[src/lstxy_pkg.sv]
`timescale 1ns / 1ps
`default_nettype none
package lstxy_pkg;

   localparam int unsigned MAX_POINTS_DEF    = 1024;
   localparam int unsigned FIRST_RANGE_TOKEN = 26;
   localparam int unsigned CORDIC_STEPS      = 18;
   localparam int unsigned STEP_TOKEN        = 24;
   localparam int unsigned COUNT_TOKEN       = 25;
   localparam int unsigned FULL_TURN         = 3600000;
   localparam int unsigned QUARTER_TURN      = 900000;
   localparam int unsigned REDUCE_TOP        = 10;
   localparam logic signed [32:0] CORDIC_GAIN = 33'sd652032874;

   localparam logic [7:0] CHAR_STX   = 8'h02;
   localparam logic [7:0] CHAR_ETX   = 8'h03;
   localparam logic [7:0] CHAR_SPACE = 8'h20;

   localparam logic [11:0] TOKEN_SAT = 12'hFFF;

   localparam logic [0:0] CSR_EXP_TOKENS = 1'b0;
   localparam logic [0:0] CSR_EXP_POINTS = 1'b1;

   typedef enum logic [1:0] {
      ST_OK         = 2'd0,
      ST_TOKENS     = 2'd1,
      ST_POINTS     = 2'd2,
      ST_BAD_DATA   = 2'd3
   } status_type;

   typedef enum logic [3:0] {
      S_IDLE,
      S_REDUCE,
      S_ANGLE,
      S_QUAD,
      S_ROTATE,
      S_MULX,
      S_MULY,
      S_ROUND,
      S_POINT,
      S_STATUS
   } back_state_type;

   typedef struct packed {
      logic        has_point;
      logic        has_status;
      logic [11:0] index;
      logic [15:0] range;
      logic        bad;
      status_type  status;
      logic [31:0] step;
   } cmd_type;

   function automatic logic [31:0] atan_entry(input logic [4:0] k);
      logic [31:0] v;
      case (k)
         5'd0:  v = 32'd115200000;
         5'd1:  v = 32'd68006531;
         5'd2:  v = 32'd35932783;
         5'd3:  v = 32'd18240042;
         5'd4:  v = 32'd9155416;
         5'd5:  v = 32'd4582171;
         5'd6:  v = 32'd2291645;
         5'd7:  v = 32'd1145892;
         5'd8:  v = 32'd572955;
         5'd9:  v = 32'd286479;
         5'd10: v = 32'd143239;
         5'd11: v = 32'd71620;
         5'd12: v = 32'd35810;
         5'd13: v = 32'd17905;
         5'd14: v = 32'd8952;
         5'd15: v = 32'd4476;
         5'd16: v = 32'd2238;
         5'd17: v = 32'd1119;
         5'd18: v = 32'd560;
         5'd19: v = 32'd280;
         5'd20: v = 32'd140;
         5'd21: v = 32'd70;
         5'd22: v = 32'd35;
         5'd23: v = 32'd17;
         default: v = 32'd0;
      endcase
      return v;
   endfunction

   function automatic logic signed [16:0] limit17(input logic signed [19:0] v);
      logic signed [16:0] r;
      if (v > 20'sd65535) r = 17'sd65535;
      else if (v < -20'sd65535) r = -17'sd65535;
      else r = v[16:0];
      return r;
   endfunction

endpackage
`default_nettype wire

[src/lstxy_fifo.sv]
`timescale 1ns / 1ps
`default_nettype none
module lstxy_fifo (
   input  wire logic              clock,
   input  wire logic              reset,
   input  wire logic              push,
   input  wire lstxy_pkg::cmd_type push_data,
   output logic                   full,
   input  wire logic              pop,
   output logic                   head_valid,
   output lstxy_pkg::cmd_type     head_data
);
   lstxy_pkg::cmd_type mem_ff [2];
   logic       wr_ff, wr_in, rd_ff, rd_in;
   logic [1:0] cnt_ff, cnt_in;

   assign full       = (cnt_ff == 2'd2);
   assign head_valid = (cnt_ff != 2'd0);
   assign head_data  = mem_ff[rd_ff];

   always_comb begin
      wr_in  = push ? ~wr_ff : wr_ff;
      rd_in  = pop ? ~rd_ff : rd_ff;
      cnt_in = cnt_ff + {1'b0, push} - {1'b0, pop};
   end

   always_ff @(posedge clock) begin
      if (reset) begin
         wr_ff  <= 1'b0;
         rd_ff  <= 1'b0;
         cnt_ff <= 2'd0;
      end else begin
         wr_ff  <= wr_in;
         rd_ff  <= rd_in;
         cnt_ff <= cnt_in;
      end
   end

   always_ff @(posedge clock) begin
      if (push) mem_ff[wr_ff] <= push_data;
   end
endmodule
`default_nettype wire

[src/lstxy_front.sv]
`timescale 1ns / 1ps
`default_nettype none
module lstxy_front #(
   parameter int unsigned MAX_POINTS = lstxy_pkg::MAX_POINTS_DEF
) (
   input  wire logic              clock,
   input  wire logic              reset,
   input  wire logic              byte_accept,
   input  wire logic [7:0]        data_byte,
   input  wire logic [11:0]       exp_tokens,
   input  wire logic [10:0]       exp_points,
   output logic                   push,
   output lstxy_pkg::cmd_type     push_data
);
   logic        in_frame_ff, in_frame_in;
   logic [11:0] tok_ff, tok_in;
   logic [31:0] acc_ff, acc_in;
   logic        bad_ff, bad_in;
   logic [31:0] step_ff, step_in;
   logic [31:0] ann_ff, ann_in;
   lstxy_pkg::status_type fs_ff, fs_in;

   logic        is_hex;
   logic [3:0]  digit;
   logic [11:0] idx;
   logic        emit_pt, emit_st, rbad;
   lstxy_pkg::status_type st;

   always_comb begin
      is_hex = 1'b1;
      digit  = 4'd0;
      if (data_byte >= 8'h30 && data_byte <= 8'h39) digit = 4'(data_byte - 8'h30);
      else if (data_byte >= 8'h61 && data_byte <= 8'h66) digit = 4'(data_byte - 8'h57);
      else if (data_byte >= 8'h41 && data_byte <= 8'h46) digit = 4'(data_byte - 8'h37);
      else is_hex = 1'b0;
   end

   always_comb begin
      in_frame_in = in_frame_ff;
      tok_in  = tok_ff;
      acc_in  = acc_ff;
      bad_in  = bad_ff;
      step_in = step_ff;
      ann_in  = ann_ff;
      fs_in   = fs_ff;
      emit_pt = 1'b0;
      emit_st = 1'b0;
      rbad    = 1'b0;
      st      = lstxy_pkg::ST_OK;
      idx     = tok_ff - 12'(lstxy_pkg::FIRST_RANGE_TOKEN);
      if (byte_accept) begin
         if (data_byte == lstxy_pkg::CHAR_STX) begin
            in_frame_in = 1'b1;
            tok_in = '0; acc_in = '0; bad_in = 1'b0;
            step_in = '0; ann_in = '0; fs_in = lstxy_pkg::ST_OK;
         end else if (in_frame_ff) begin
            if (data_byte == lstxy_pkg::CHAR_SPACE || data_byte == lstxy_pkg::CHAR_ETX) begin
               // close the current token
               if (tok_ff == 12'(lstxy_pkg::STEP_TOKEN)) begin
                  step_in = acc_ff;
                  if (bad_ff) fs_in = lstxy_pkg::ST_BAD_DATA;
               end
               if (tok_ff == 12'(lstxy_pkg::COUNT_TOKEN)) begin
                  ann_in = acc_ff;
                  if (bad_ff) fs_in = lstxy_pkg::ST_BAD_DATA;
               end
               if (tok_ff >= 12'(lstxy_pkg::FIRST_RANGE_TOKEN) && tok_ff != lstxy_pkg::TOKEN_SAT
                   && {20'd0, idx} < ann_in && 13'(idx) < 13'(MAX_POINTS)) begin
                  emit_pt = 1'b1;
                  rbad = bad_ff || (acc_ff[31:16] != 16'd0);
                  if (rbad) fs_in = lstxy_pkg::ST_BAD_DATA;
               end
               if (tok_ff != lstxy_pkg::TOKEN_SAT) tok_in = tok_ff + 12'd1;
               acc_in = '0;
               bad_in = 1'b0;
               if (data_byte == lstxy_pkg::CHAR_ETX) begin
                  emit_st = 1'b1;
                  if (tok_in == lstxy_pkg::TOKEN_SAT || tok_in != exp_tokens)
                     st = lstxy_pkg::ST_TOKENS;
                  else if (ann_in != {21'd0, exp_points})
                     st = lstxy_pkg::ST_POINTS;
                  else
                     st = fs_in;
                  in_frame_in = 1'b0;
                  tok_in = '0; step_in = '0; ann_in = '0; fs_in = lstxy_pkg::ST_OK;
               end
            end else if (!is_hex) begin
               bad_in = 1'b1;
            end else begin
               if (acc_ff[31:28] != 4'd0) bad_in = 1'b1;
               acc_in = {acc_ff[27:0], digit};
            end
         end
      end
   end

   assign push = emit_pt || emit_st;

   always_comb begin
      push_data.has_point  = emit_pt;
      push_data.has_status = emit_st;
      push_data.index      = idx;
      push_data.range      = rbad ? 16'd0 : acc_ff[15:0];
      push_data.bad        = rbad;
      push_data.status     = st;
      // the angle uses the step in force after this token
      push_data.step       = (tok_ff == 12'(lstxy_pkg::STEP_TOKEN)) ? acc_ff : step_ff;
   end

   always_ff @(posedge clock) begin
      if (reset) begin
         in_frame_ff <= 1'b0;
         tok_ff  <= '0;
         acc_ff  <= '0;
         bad_ff  <= 1'b0;
         step_ff <= '0;
         ann_ff  <= '0;
         fs_ff   <= lstxy_pkg::ST_OK;
      end else begin
         in_frame_ff <= in_frame_in;
         tok_ff  <= tok_in;
         acc_ff  <= acc_in;
         bad_ff  <= bad_in;
         step_ff <= step_in;
         ann_ff  <= ann_in;
         fs_ff   <= fs_in;
      end
   end
endmodule
`default_nettype wire

[src/lstxy_back.sv]
`timescale 1ns / 1ps
`default_nettype none
module lstxy_back #(
   parameter int unsigned MAX_POINTS = lstxy_pkg::MAX_POINTS_DEF
) (
   input  wire logic              clock,
   input  wire logic              reset,
   input  wire logic              head_valid,
   input  wire lstxy_pkg::cmd_type head_data,
   output logic                   pop,
   output logic                   rsp_valid,
   input  wire logic              rsp_ready,
   output logic                   rsp_kind,
   output logic [9:0]             rsp_point_index,
   output logic [15:0]            rsp_range_value,
   output logic signed [16:0]     rsp_x_coord,
   output logic signed [16:0]     rsp_y_coord,
   output logic [1:0]             rsp_status_code,
   output logic                   rsp_last_flag
);
   localparam int unsigned IDX_W = (MAX_POINTS > 1) ? $clog2(MAX_POINTS) : 1;
   localparam logic [21:0] F22 = 22'(lstxy_pkg::FULL_TURN);
   localparam logic [21:0] Q1  = 22'(lstxy_pkg::QUARTER_TURN);
   localparam logic [21:0] Q2  = 22'(2 * lstxy_pkg::QUARTER_TURN);
   localparam logic [21:0] Q3  = 22'(3 * lstxy_pkg::QUARTER_TURN);

   lstxy_pkg::back_state_type state_ff, state_in;
   logic [4:0]  cnt_ff, cnt_in;
   logic [31:0] sr_ff, sr_in;
   logic [21:0] a_ff, a_in;
   logic [11:0] idx_ff, idx_in;
   logic [1:0]  q_ff, q_in;
   logic signed [32:0] x_ff, x_in, y_ff, y_in;
   logic signed [31:0] z_ff, z_in;
   logic signed [49:0] px_ff, px_in, py_ff, py_in;
   logic signed [16:0] ox_ff, ox_in, oy_ff, oy_in;

   logic [31:0] thr;
   logic [22:0] dbl, sum;
   logic [21:0] rest;
   logic signed [49:0] rx_full, ry_full;
   logic signed [19:0] cx, sy;
   logic signed [32:0] dx, dy;
   logic signed [16:0] rng_s;

   assign rng_s = $signed({1'b0, head_data.range});

   // next state
   always_comb begin
      state_in = state_ff;
      case (state_ff)
         lstxy_pkg::S_IDLE:
            if (head_valid) begin
               if (!head_data.has_point) state_in = lstxy_pkg::S_STATUS;
               else if (head_data.bad)   state_in = lstxy_pkg::S_POINT;
               else                      state_in = lstxy_pkg::S_REDUCE;
            end
         lstxy_pkg::S_REDUCE: if (cnt_ff == 5'd0) state_in = lstxy_pkg::S_ANGLE;
         lstxy_pkg::S_ANGLE:  if (cnt_ff == 5'd0) state_in = lstxy_pkg::S_QUAD;
         lstxy_pkg::S_QUAD:   state_in = lstxy_pkg::S_ROTATE;
         lstxy_pkg::S_ROTATE:
            if (cnt_ff == 5'(lstxy_pkg::CORDIC_STEPS - 1)) state_in = lstxy_pkg::S_MULX;
         lstxy_pkg::S_MULX:   state_in = lstxy_pkg::S_MULY;
         lstxy_pkg::S_MULY:   state_in = lstxy_pkg::S_ROUND;
         lstxy_pkg::S_ROUND:  state_in = lstxy_pkg::S_POINT;
         lstxy_pkg::S_POINT:
            if (rsp_ready)
               state_in = head_data.has_status ? lstxy_pkg::S_STATUS : lstxy_pkg::S_IDLE;
         lstxy_pkg::S_STATUS: if (rsp_ready) state_in = lstxy_pkg::S_IDLE;
         default: state_in = lstxy_pkg::S_IDLE;
      endcase
   end

   // outputs
   always_comb begin
      rsp_valid       = 1'b0;
      rsp_kind        = 1'b0;
      rsp_last_flag   = 1'b0;
      rsp_point_index = 10'd0;
      rsp_range_value = 16'd0;
      rsp_x_coord     = 17'sd0;
      rsp_y_coord     = 17'sd0;
      rsp_status_code = 2'd0;
      pop             = 1'b0;
      case (state_ff)
         lstxy_pkg::S_POINT: begin
            rsp_valid       = 1'b1;
            rsp_point_index = head_data.index[9:0];
            rsp_range_value = head_data.range;
            rsp_x_coord     = ox_ff;
            rsp_y_coord     = oy_ff;
            pop             = rsp_ready && !head_data.has_status;
         end
         lstxy_pkg::S_STATUS: begin
            rsp_valid       = 1'b1;
            rsp_kind        = 1'b1;
            rsp_last_flag   = 1'b1;
            rsp_status_code = head_data.status;
            pop             = rsp_ready;
         end
         default: ;
      endcase
   end

   // datapath
   always_comb begin
      cnt_in = cnt_ff; sr_in = sr_ff; a_in = a_ff; idx_in = idx_ff; q_in = q_ff;
      x_in = x_ff; y_in = y_ff; z_in = z_ff; px_in = px_ff; py_in = py_ff;
      ox_in = ox_ff; oy_in = oy_ff;
      thr  = 32'(64'(lstxy_pkg::FULL_TURN) << cnt_ff);
      dbl  = {a_ff, 1'b0};
      if (dbl >= {1'b0, F22}) dbl = dbl - {1'b0, F22};
      sum  = dbl + ((idx_ff[IDX_W-1]) ? {1'b0, sr_ff[21:0]} : 23'd0);
      if (sum >= {1'b0, F22}) sum = sum - {1'b0, F22};
      rest = a_ff;
      dx   = x_ff;
      dy   = y_ff;
      rx_full = (px_ff + 50'sd536870912) >>> 30;
      ry_full = (py_ff + 50'sd536870912) >>> 30;
      cx = rx_full[19:0];
      sy = ry_full[19:0];
      case (state_ff)
         lstxy_pkg::S_IDLE:
            if (head_valid && head_data.has_point) begin
               ox_in  = 17'sd0;
               oy_in  = 17'sd0;
               sr_in  = head_data.step;
               cnt_in = 5'(lstxy_pkg::REDUCE_TOP);
            end
         lstxy_pkg::S_REDUCE: begin
            // restoring reduction of the step modulo a full turn
            if (sr_ff >= thr) sr_in = sr_ff - thr;
            if (cnt_ff == 5'd0) begin
               cnt_in = 5'(IDX_W - 1);
               a_in   = 22'd0;
               idx_in = head_data.index;
            end else cnt_in = cnt_ff - 5'd1;
         end
         lstxy_pkg::S_ANGLE: begin
            a_in   = sum[21:0];
            idx_in = idx_ff << 1;
            if (cnt_ff != 5'd0) cnt_in = cnt_ff - 5'd1;
         end
         lstxy_pkg::S_QUAD: begin
            if (a_ff >= Q3)      begin q_in = 2'd3; rest = a_ff - Q3; end
            else if (a_ff >= Q2) begin q_in = 2'd2; rest = a_ff - Q2; end
            else if (a_ff >= Q1) begin q_in = 2'd1; rest = a_ff - Q1; end
            else                 begin q_in = 2'd0; rest = a_ff; end
            z_in   = $signed({2'b00, rest, 8'd0});
            x_in   = lstxy_pkg::CORDIC_GAIN;
            y_in   = 33'sd0;
            cnt_in = 5'd0;
         end
         lstxy_pkg::S_ROTATE: begin
            dx = y_ff >>> cnt_ff;
            dy = x_ff >>> cnt_ff;
            if (z_ff >= 32'sd0) begin
               x_in = x_ff - dx;
               y_in = y_ff + dy;
               z_in = z_ff - $signed(lstxy_pkg::atan_entry(cnt_ff));
            end else begin
               x_in = x_ff + dx;
               y_in = y_ff - dy;
               z_in = z_ff + $signed(lstxy_pkg::atan_entry(cnt_ff));
            end
            cnt_in = cnt_ff + 5'd1;
         end
         lstxy_pkg::S_MULX: px_in = rng_s * x_ff;
         lstxy_pkg::S_MULY: py_in = rng_s * y_ff;
         lstxy_pkg::S_ROUND:
            case (q_ff)
               2'd0: begin ox_in = lstxy_pkg::limit17(cx);  oy_in = lstxy_pkg::limit17(sy);  end
               2'd1: begin ox_in = lstxy_pkg::limit17(-sy); oy_in = lstxy_pkg::limit17(cx);  end
               2'd2: begin ox_in = lstxy_pkg::limit17(-cx); oy_in = lstxy_pkg::limit17(-sy); end
               default: begin
                  ox_in = lstxy_pkg::limit17(sy);
                  oy_in = lstxy_pkg::limit17(-cx);
               end
            endcase
         default: ;
      endcase
   end

   always_ff @(posedge clock) begin
      if (reset) state_ff <= lstxy_pkg::S_IDLE;
      else       state_ff <= state_in;
   end

   always_ff @(posedge clock) begin
      cnt_ff <= cnt_in; sr_ff <= sr_in; a_ff <= a_in; idx_ff <= idx_in; q_ff <= q_in;
      x_ff <= x_in; y_ff <= y_in; z_ff <= z_in; px_ff <= px_in; py_ff <= py_in;
      ox_ff <= ox_in; oy_ff <= oy_in;
   end
endmodule
`default_nettype wire

[src/lidar_scan_telegram_to_xy_core.sv]
// Bytes are taken one per cycle while the two-entry command queue has room.
// A well-formed range point leaves after its closing byte through step reduction, an
// angle build over the index bits, quadrant folding, 18 CORDIC iterations, the x and
// y multiplies and rounding; the shared CORDIC works on one point at a time.
// Synchronous active-high reset clears the parser, queue and sequencer and loads
// expected_tokens = 393, expected_points = 361.
`timescale 1ns / 1ps
`default_nettype none
module lidar_scan_telegram_to_xy_core #(
   parameter int unsigned MAX_POINTS = lstxy_pkg::MAX_POINTS_DEF
) (
   input  wire logic              clock,
   input  wire logic              reset,
   input  wire logic              req_valid,
   output logic                   req_ready,
   input  wire logic [7:0]        req_data_byte,
   output logic                   rsp_valid,
   input  wire logic              rsp_ready,
   output logic                   rsp_kind,
   output logic [9:0]             rsp_point_index,
   output logic [15:0]            rsp_range_value,
   output logic signed [16:0]     rsp_x_coord,
   output logic signed [16:0]     rsp_y_coord,
   output logic [1:0]             rsp_status_code,
   output logic                   rsp_last_flag,
   input  wire logic              csr_write_enable,
   input  wire logic [0:0]        csr_index,
   input  wire logic [11:0]       csr_write_data
);
   logic [11:0] exp_tokens_ff, exp_tokens_in;
   logic [10:0] exp_points_ff, exp_points_in;
   logic        full, push, pop, head_valid;
   lstxy_pkg::cmd_type push_data, head_data;

   assign req_ready = !full;

   always_comb begin
      exp_tokens_in = exp_tokens_ff;
      exp_points_in = exp_points_ff;
      if (csr_write_enable) begin
         case (csr_index)
            lstxy_pkg::CSR_EXP_TOKENS: exp_tokens_in = csr_write_data;
            lstxy_pkg::CSR_EXP_POINTS: exp_points_in = csr_write_data[10:0];
            default: ;
         endcase
      end
   end

   always_ff @(posedge clock) begin
      if (reset) begin
         exp_tokens_ff <= 12'd393;
         exp_points_ff <= 11'd361;
      end else begin
         exp_tokens_ff <= exp_tokens_in;
         exp_points_ff <= exp_points_in;
      end
   end

   lstxy_front #(.MAX_POINTS(MAX_POINTS)) u_front (
      .clock(clock), .reset(reset),
      .byte_accept(req_valid && req_ready), .data_byte(req_data_byte),
      .exp_tokens(exp_tokens_ff), .exp_points(exp_points_ff),
      .push(push), .push_data(push_data)
   );

   lstxy_fifo u_fifo (
      .clock(clock), .reset(reset),
      .push(push), .push_data(push_data), .full(full),
      .pop(pop), .head_valid(head_valid), .head_data(head_data)
   );

   lstxy_back #(.MAX_POINTS(MAX_POINTS)) u_back (
      .clock(clock), .reset(reset),
      .head_valid(head_valid), .head_data(head_data), .pop(pop),
      .rsp_valid(rsp_valid), .rsp_ready(rsp_ready), .rsp_kind(rsp_kind),
      .rsp_point_index(rsp_point_index), .rsp_range_value(rsp_range_value),
      .rsp_x_coord(rsp_x_coord), .rsp_y_coord(rsp_y_coord),
      .rsp_status_code(rsp_status_code), .rsp_last_flag(rsp_last_flag)
   );
endmodule
`default_nettype wire
[config.mk]
export PLATFORM = sky130hd
export DESIGN_NAME = lidar_scan_telegram_to_xy_core
export DESIGN_NICKNAME = d
export VERILOG_FILES = /design/src/lstxy_pkg.sv /design/src/lstxy_fifo.sv /design/src/lstxy_front.sv /design/src/lstxy_back.sv /design/src/lidar_scan_telegram_to_xy_core.sv
export SDC_FILE = /design/constraint.sdc
export NUM_CORES = 2
export LEC_CHECK = 0
export ABC_AREA = 1
export ABC_CLOCK_PERIOD_IN_PS = 9400
export CAP_MARGIN = 20
export CORE_MARGIN = 4
export CORE_UTILIZATION = 45
export CTS_CLUSTER_DIAMETER = 80
export DETAILED_ROUTE_END_ITERATION = 12
export DONT_BUFFER_PORTS = 1
export MAX_ROUTING_LAYER = met4
export SLEW_MARGIN = 40
export SYNTH_ARGS = -nofsm -noshare
export SYNTH_HDL_FRONTEND = slang
export SYNTH_SLANG_ARGS = --single-unit
[constraint.sdc]
create_clock -name clock -period 9.4 [get_ports clock]
set_input_delay 1.88 -clock clock [delete_from_list [all_inputs] [get_ports clock]]
set_output_delay 1.88 -clock clock [all_outputs]
set_load 0.02 [all_outputs]
Word level (Yosys, flattened, before mapping). Memories as Yosys holds them, arrays and structs flattened. A register that Yosys moved wholly into a read port is not among the register bits. Index checks and enable logic that the tools add are counted.

Input bits: 26. Memory bits (read-only): 1728. Memory bits (writable): 130. Memories: 3. Register bits after elaboration: 446.

Memories: (no name shown) (depth 32, width 27, rd ports 1, clocked after Yosys merged registers in 1, wr ports 0, RTL line lstxy_pkg.sv:56) `case (k)`; (no name shown) (depth 32, width 27, rd ports 1, clocked after Yosys merged registers in 1, wr ports 0, RTL line lstxy_pkg.sv:56); u_fifo.mem_ff (depth 2, width 65, rd ports 1, clocked after Yosys merged registers in 1, wr ports 1, RTL line lstxy_fifo.sv:13) `lstxy_pkg::cmd_type mem_ff [2];`.

Multipliers: 2. Reductions and logical operators: 42. Muxes and demuxes: 141. $lt $le $gt $ge: 24. Shifts and indexed selects: 3. Equal/unequal tests: 32. Bitwise operators: 3. Add/sub/neg operators: 26.

Operators by type and width (count): $mux W32 (25); $mux W17 (11); $mux W22 (6); $pmux W33 S2 (2); $pmux W32 S2 (2); $mux W12 (9); $pmux W17 S3 (2); $add A50 B31 Y50 const B (2); $mul A17 B33 Y50 (2); $gt A20 B17 Y1 const B (4); $lt A20 B17 Y1 const B (4); $pmux W17 S2 (2); $add A33 B33 Y33 (2); $mux W33 (2); $sshr A33 B5 Y33 (2); $sub A33 B33 Y33 (2); $sub A32 B32 Y32 (2); $mux W4 (12); $ge A23 B22 Y1 const B (2); $pmux W22 S2 (1); $sub A22 B22 Y22 const B (2); $neg A20 Y20 (2); $pmux W4 S10 (1); $mux W2 (18); 67 further kinds (154).

Logic depth before layout (Yosys ltp).
Depth in word-level cells: 17. Gate-level depth with buffers: 34. Depth with buffers taken out: 32.

Hierarchy. Synthesis repeated with hierarchy kept, for this count alone.

Cell total of the unflattened synthesis: 10849. Area total of the unflattened synthesis: 80226.9 um^2.

Modules (own cells, without submodules): lstxy_back (cells each 9608, times used 1, area an instance 68035.3 um^2); lstxy_front (cells each 884, times used 1, area an instance 6159.7 um^2); lstxy_fifo (cells each 233, times used 1, area an instance 5119.9 um^2); lidar_scan_telegram_to_xy_core (cells each 124, times used 1, area an instance 912.1 um^2).

Least setup slack after synthesis. No wires, ideal clock.

Path kind: register -> register. Start point: register (tool-made name). End point: register u_back.px_ff[49] (data pin). Library setup time: 266 ps. Path slack: 2497 ps. Arrival time: 6638 ps. Buffers on the path: 3. Period minus slack after synthesis: 6903 ps. Cell stages (with the launch flop): 24. Cells stage by stage: dfxtp_1 > clkbuf_1 > clkbuf_1 > clkbuf_1 > o21ai_1 > inv_1 > nand2_1 > fa_1 > inv_1 > fa_1 > fa_1 > fa_1 > fa_1 > inv_1 > fa_1 > inv_1 > ha_1 > a21oi_1 > o21ai_0 > or2_2 > o21bai_1 > nand2_1 > o2111ai_1 > xor2_1.

RTL lines: end signal, assigned (RTL line lstxy_back.sv:191) `x_ff <= x_in; y_ff <= y_in; z_ff <= z_in; px_ff <= px_in; py_ff <= py_in;`; end, declared (RTL line lstxy_back.sv:35) `logic signed [49:0] px_ff, px_in, py_ff, py_in;`.

==> results.json <==
{
  "grt-ovfl-total": 0,
  "grt_pass1_wl_um": 407000,
  "synth-edff-count": 371,
  "cpLargestDelayFamily": "adder cells",
  "worstHoldStart": "u_fifo.rd_ff",
  "cts_resized": 0,
  "final_antenna_net_count": 0,
  "p_per_area_mw_per_mm2": 351,
  "clockRootBuffer": "clkbuf_16",
  "syn_nets": 11963,
  "core_area_sq_mm": 0.172,
  "ys_dominant_reg_cell": "edfxtp_1",
  "clk_pin_slew_ns": 0.06,
  "synth.largest_area_cell": "fa_1",
  "maxSlewViolCount": 0,
  "fin_tns_setup_ns": 0,
  "worst_pin_slew_ns": 0.967,
  "ir_drop_v": 0.000437,
  "p_comb_frac": 0.784,
  "rows": 152,
  "min_path_cells": 1,
  "power_leakage_uw": 0.0398,
  "setup_slack_ns": 1.31,
  "num_vias": 68623,
  "yosysMostFrequentCell": "nand2_1",
  "max_freq_mhz": 124,
  "p_clk_frac": 0.101,
  "post_cts_buffers": 0,
  "die_h_um": 423,
  "hold_end": "u_fifo.rd_ff",
  "skew_ns": 0.0562,
  "clk_path_buf_depth": 3,
  "finalSetupViolations": 0,
  "critPathSlowestCell": "nand2_1",
  "layout-drive-gt1-share": 0.0402,
  "synth_area_sq_mm": 0.0777,
  "p_int_uw": 12700,
  "routed_wl_um": 264000,
  "r2r-end": "u_back.px_ff[47]",
  "dp_hpwl_um": 207000,
  "initial_core_util": 0.453,
  "drc_errors": 0,
  "boundaryPins": 92,
  "cts_buffers": 70,
  "crit_arrival_ns": 8.49,
  "area_growth_pct": 6.25,
  "seqPwrFrac": 0.116,
  "required_ns": 9.80,
  "hold_viol": 0,
  "swShare": 0.562,
  "grt_max_degree": 93,
  "clock_latency_ns": 0.72,
  "antenna_found_initial": 1,
  "yosysUniqueCellTypes": 76,
  "grt_pass1_vias": 69953,
  "design.die.area_sq_mm": 0.179,
  "yosys_warnings": 0,
  "drt_first_iter_violations": 5371,
  "cts_hold_buf": 0,
  "cp_cell_sequence": "inv_1, or2_2, nand2_1, inv_4, nand2_1, fa_1, fa_1, fa_1, inv_1, fa_1, fa_1, inv_1, fa_1, inv_1, ha_1, a21oi_1, inv_1, a21oi_1, a21boi_0, a21oi_1, or2_2, a21oi_1, o21ai_0, xor2_1",
  "die_x_um": 423,
  "gp_congestion": 0.950,
  "grt_use_total": 0.300,
  "worst_path_most_repeated_cell": "fa_1",
  "post-place-ws_ns": 1.43,
  "ys_seq_area_frac": 0.188,
  "avgSynthCellArea_sq_um": 7.40,
  "p_sw_uw": 16300,
  "period_share": 0.860,
  "cp_max_fo": 39,
  "status": "completed",
  "reg2reg_depth": 24,
  "wl_per_cell_um": 20.9,
  "synthTopCellsByArea": "fa_1, edfxtp_1, nand2_1",
  "io_buffer_count": 0,
  "fin_crit_ns": 8.09,
  "worst_setup_path_end_kind": "register",
  "ys_seq_elements": 542,
  "worstSetupPathType": "reg -> reg",
  "postSynth.asyncResetShare": 0,
  "finalHoldWorstSlack_ns": 0.465,
  "syn_inst": 10500,
  "r2r_slack_ns": 1.31,
  "cap_violations": 0,
  "cts_sinks": 542,
  "rsz0062_at_grt": "no",
  "max_slew_margin": 0.355,
  "firstDrtPassIters": 6,
  "fin_nets": 11748,
  "synth_top_area_share": 0.259,
  "hp-class": "reg -> reg",
  "cts_tree": "yes",
  "cpPeakStageDelay_ns": 0.68,
  "startpoint_type": "register",
  "synth_common_cells": "nand2_1, inv_1, nor2_1, fa_1, o21ai_0",
  "vias_per_cell": 5.42,
  "h-tree-depth": 3,
  "crit_buf_inv": 6
}
==> routing by layer <==
metal,track usage,vias to the layer above,routed length [um]
met5,-,-,0
met4,0.108,0,10900
met3,0.0468,491,17600
met2,0.503,2447,128000
met1,0.367,33491,108000
li1,-,32194,-
==> worst max path at each step <==
stage	from	end	slack, ns	cells past startpoint
after floorplan	register	u_back.px_ff[49]	2.50	23
after global placement	register	u_back.px_ff[47]	1.38	23
after detailed placement	register	u_back.px_ff[47]	1.43	24
after CTS	register	u_back.px_ff[47]	1.39	24
after global routing	register	u_back.px_ff[47]	0.97	26
final	register	u_back.px_ff[47]	1.31	24
==> stage by stage <==
| stage | total power, uW | utilization | cells | instance area (sq um) |
|---|---|---|---|---|
| after floorplan | 19600 | - | 10500 | 77700 |
| after global placement | 25900 | 0.465 | 12510 | 79700 |
| after detailed placement | 25900 | 0.466 | 12517 | 79900 |
| after CTS | 29000 | 0.480 | 12646 | 82400 |
| after global routing | 32100 | 0.481 | 12653 | 82500 |
| final | 29000 | 0.481 | 12655 | 82500 |
==> kinds of logic after synthesis <==
logic type / after synthesis / synth area share
DFF: 542 / 0.188
and+or+nand+nor: 4254 / 0.223
xor gates and xnor gates: 230 / 0.0262
adders and majority gates: 1437 / 0.329
AOI/OAI and AO/OA: 1527 / 0.108
buffers and inverters: 2468 / 0.121
muxes: 42 / 0.00543
==> sequential cells by signal, indices dropped and copies added, names as in the netlist, 10 cells and up, named ones only <==
signal,cells
u_fifo.mem_ff,126
u_back.x_ff,33
u_back.y_ff,33
u_back.sr_ff,32
u_back.z_ff,32
u_front.acc_ff,32
u_front.ann_ff,32
u_front.step_ff,32
u_back.a_ff,22
u_back.px_ff,21
u_back.py_ff,21
u_back.ox_ff,17
u_back.oy_ff,17
exp_tokens_ff,12
u_front.tok_ff,12
exp_points_ff,11
u_back.idx_ff,10
==> worst register-to-register path: cells and delay by family, from the launching register on <==
family / cells / cell delay, ns
xor+xnor: 1 / 0.18
compound gates: 6 / 1.20
simple gates: 4 / 1.55
fa+ha+maj: 7 / 3.36
buf+inv: 6 / 0.97
flops: 1 / 0.52
==> cell type report <==
cell class                      count  area (sq um)
Multi-Input combinational cell   7490         53800
Clock buffer                       87          1950
Sequential cell                   542         14600
Fill cell                       17234         89000
Tap cell                         2310          2890
Antenna cell                        3          7.51
Clock inverter                     42           561
Timing Repair Buffer              110           940
Inverter                         2071          7790
==> power by group through the flow <==
stage,logic (uW),registers (uW),clock network (uW)
after detailed placement,22500,3400,0
final,22700,3350,2910
after global routing,25700,3360,3060
after floorplan,16300,3320,0
after CTS,22700,3350,2980
after global placement,22500,3400,0
==> cells in the final DEF (no fill, tap or decap), types with 18 or more instances in the layout <==
cell and n:
nor3_1 75, o31ai_1 18, nor2_1 1065, clkbuf_16 74
nand3_1 354, o21ai_1 60, o211ai_1 47, a21oi_1 528
nor4_1 26, xor2_1 146, nand4_1 106, a31oi_1 44
fa_1 1006, edfxtp_1 371, o21bai_1 18, buf_4 95
nor2_2 24, o22ai_1 34, inv_1 2018, mux2i_1 39
xnor2_1 81, a21o_1 24, inv_2 34, o21ai_0 625
ha_1 431, nand2_1 2476, dfxtp_1 170, or2_2 61
o21a_1 35
Note: power is estimated with default switching activity, not from simulation.
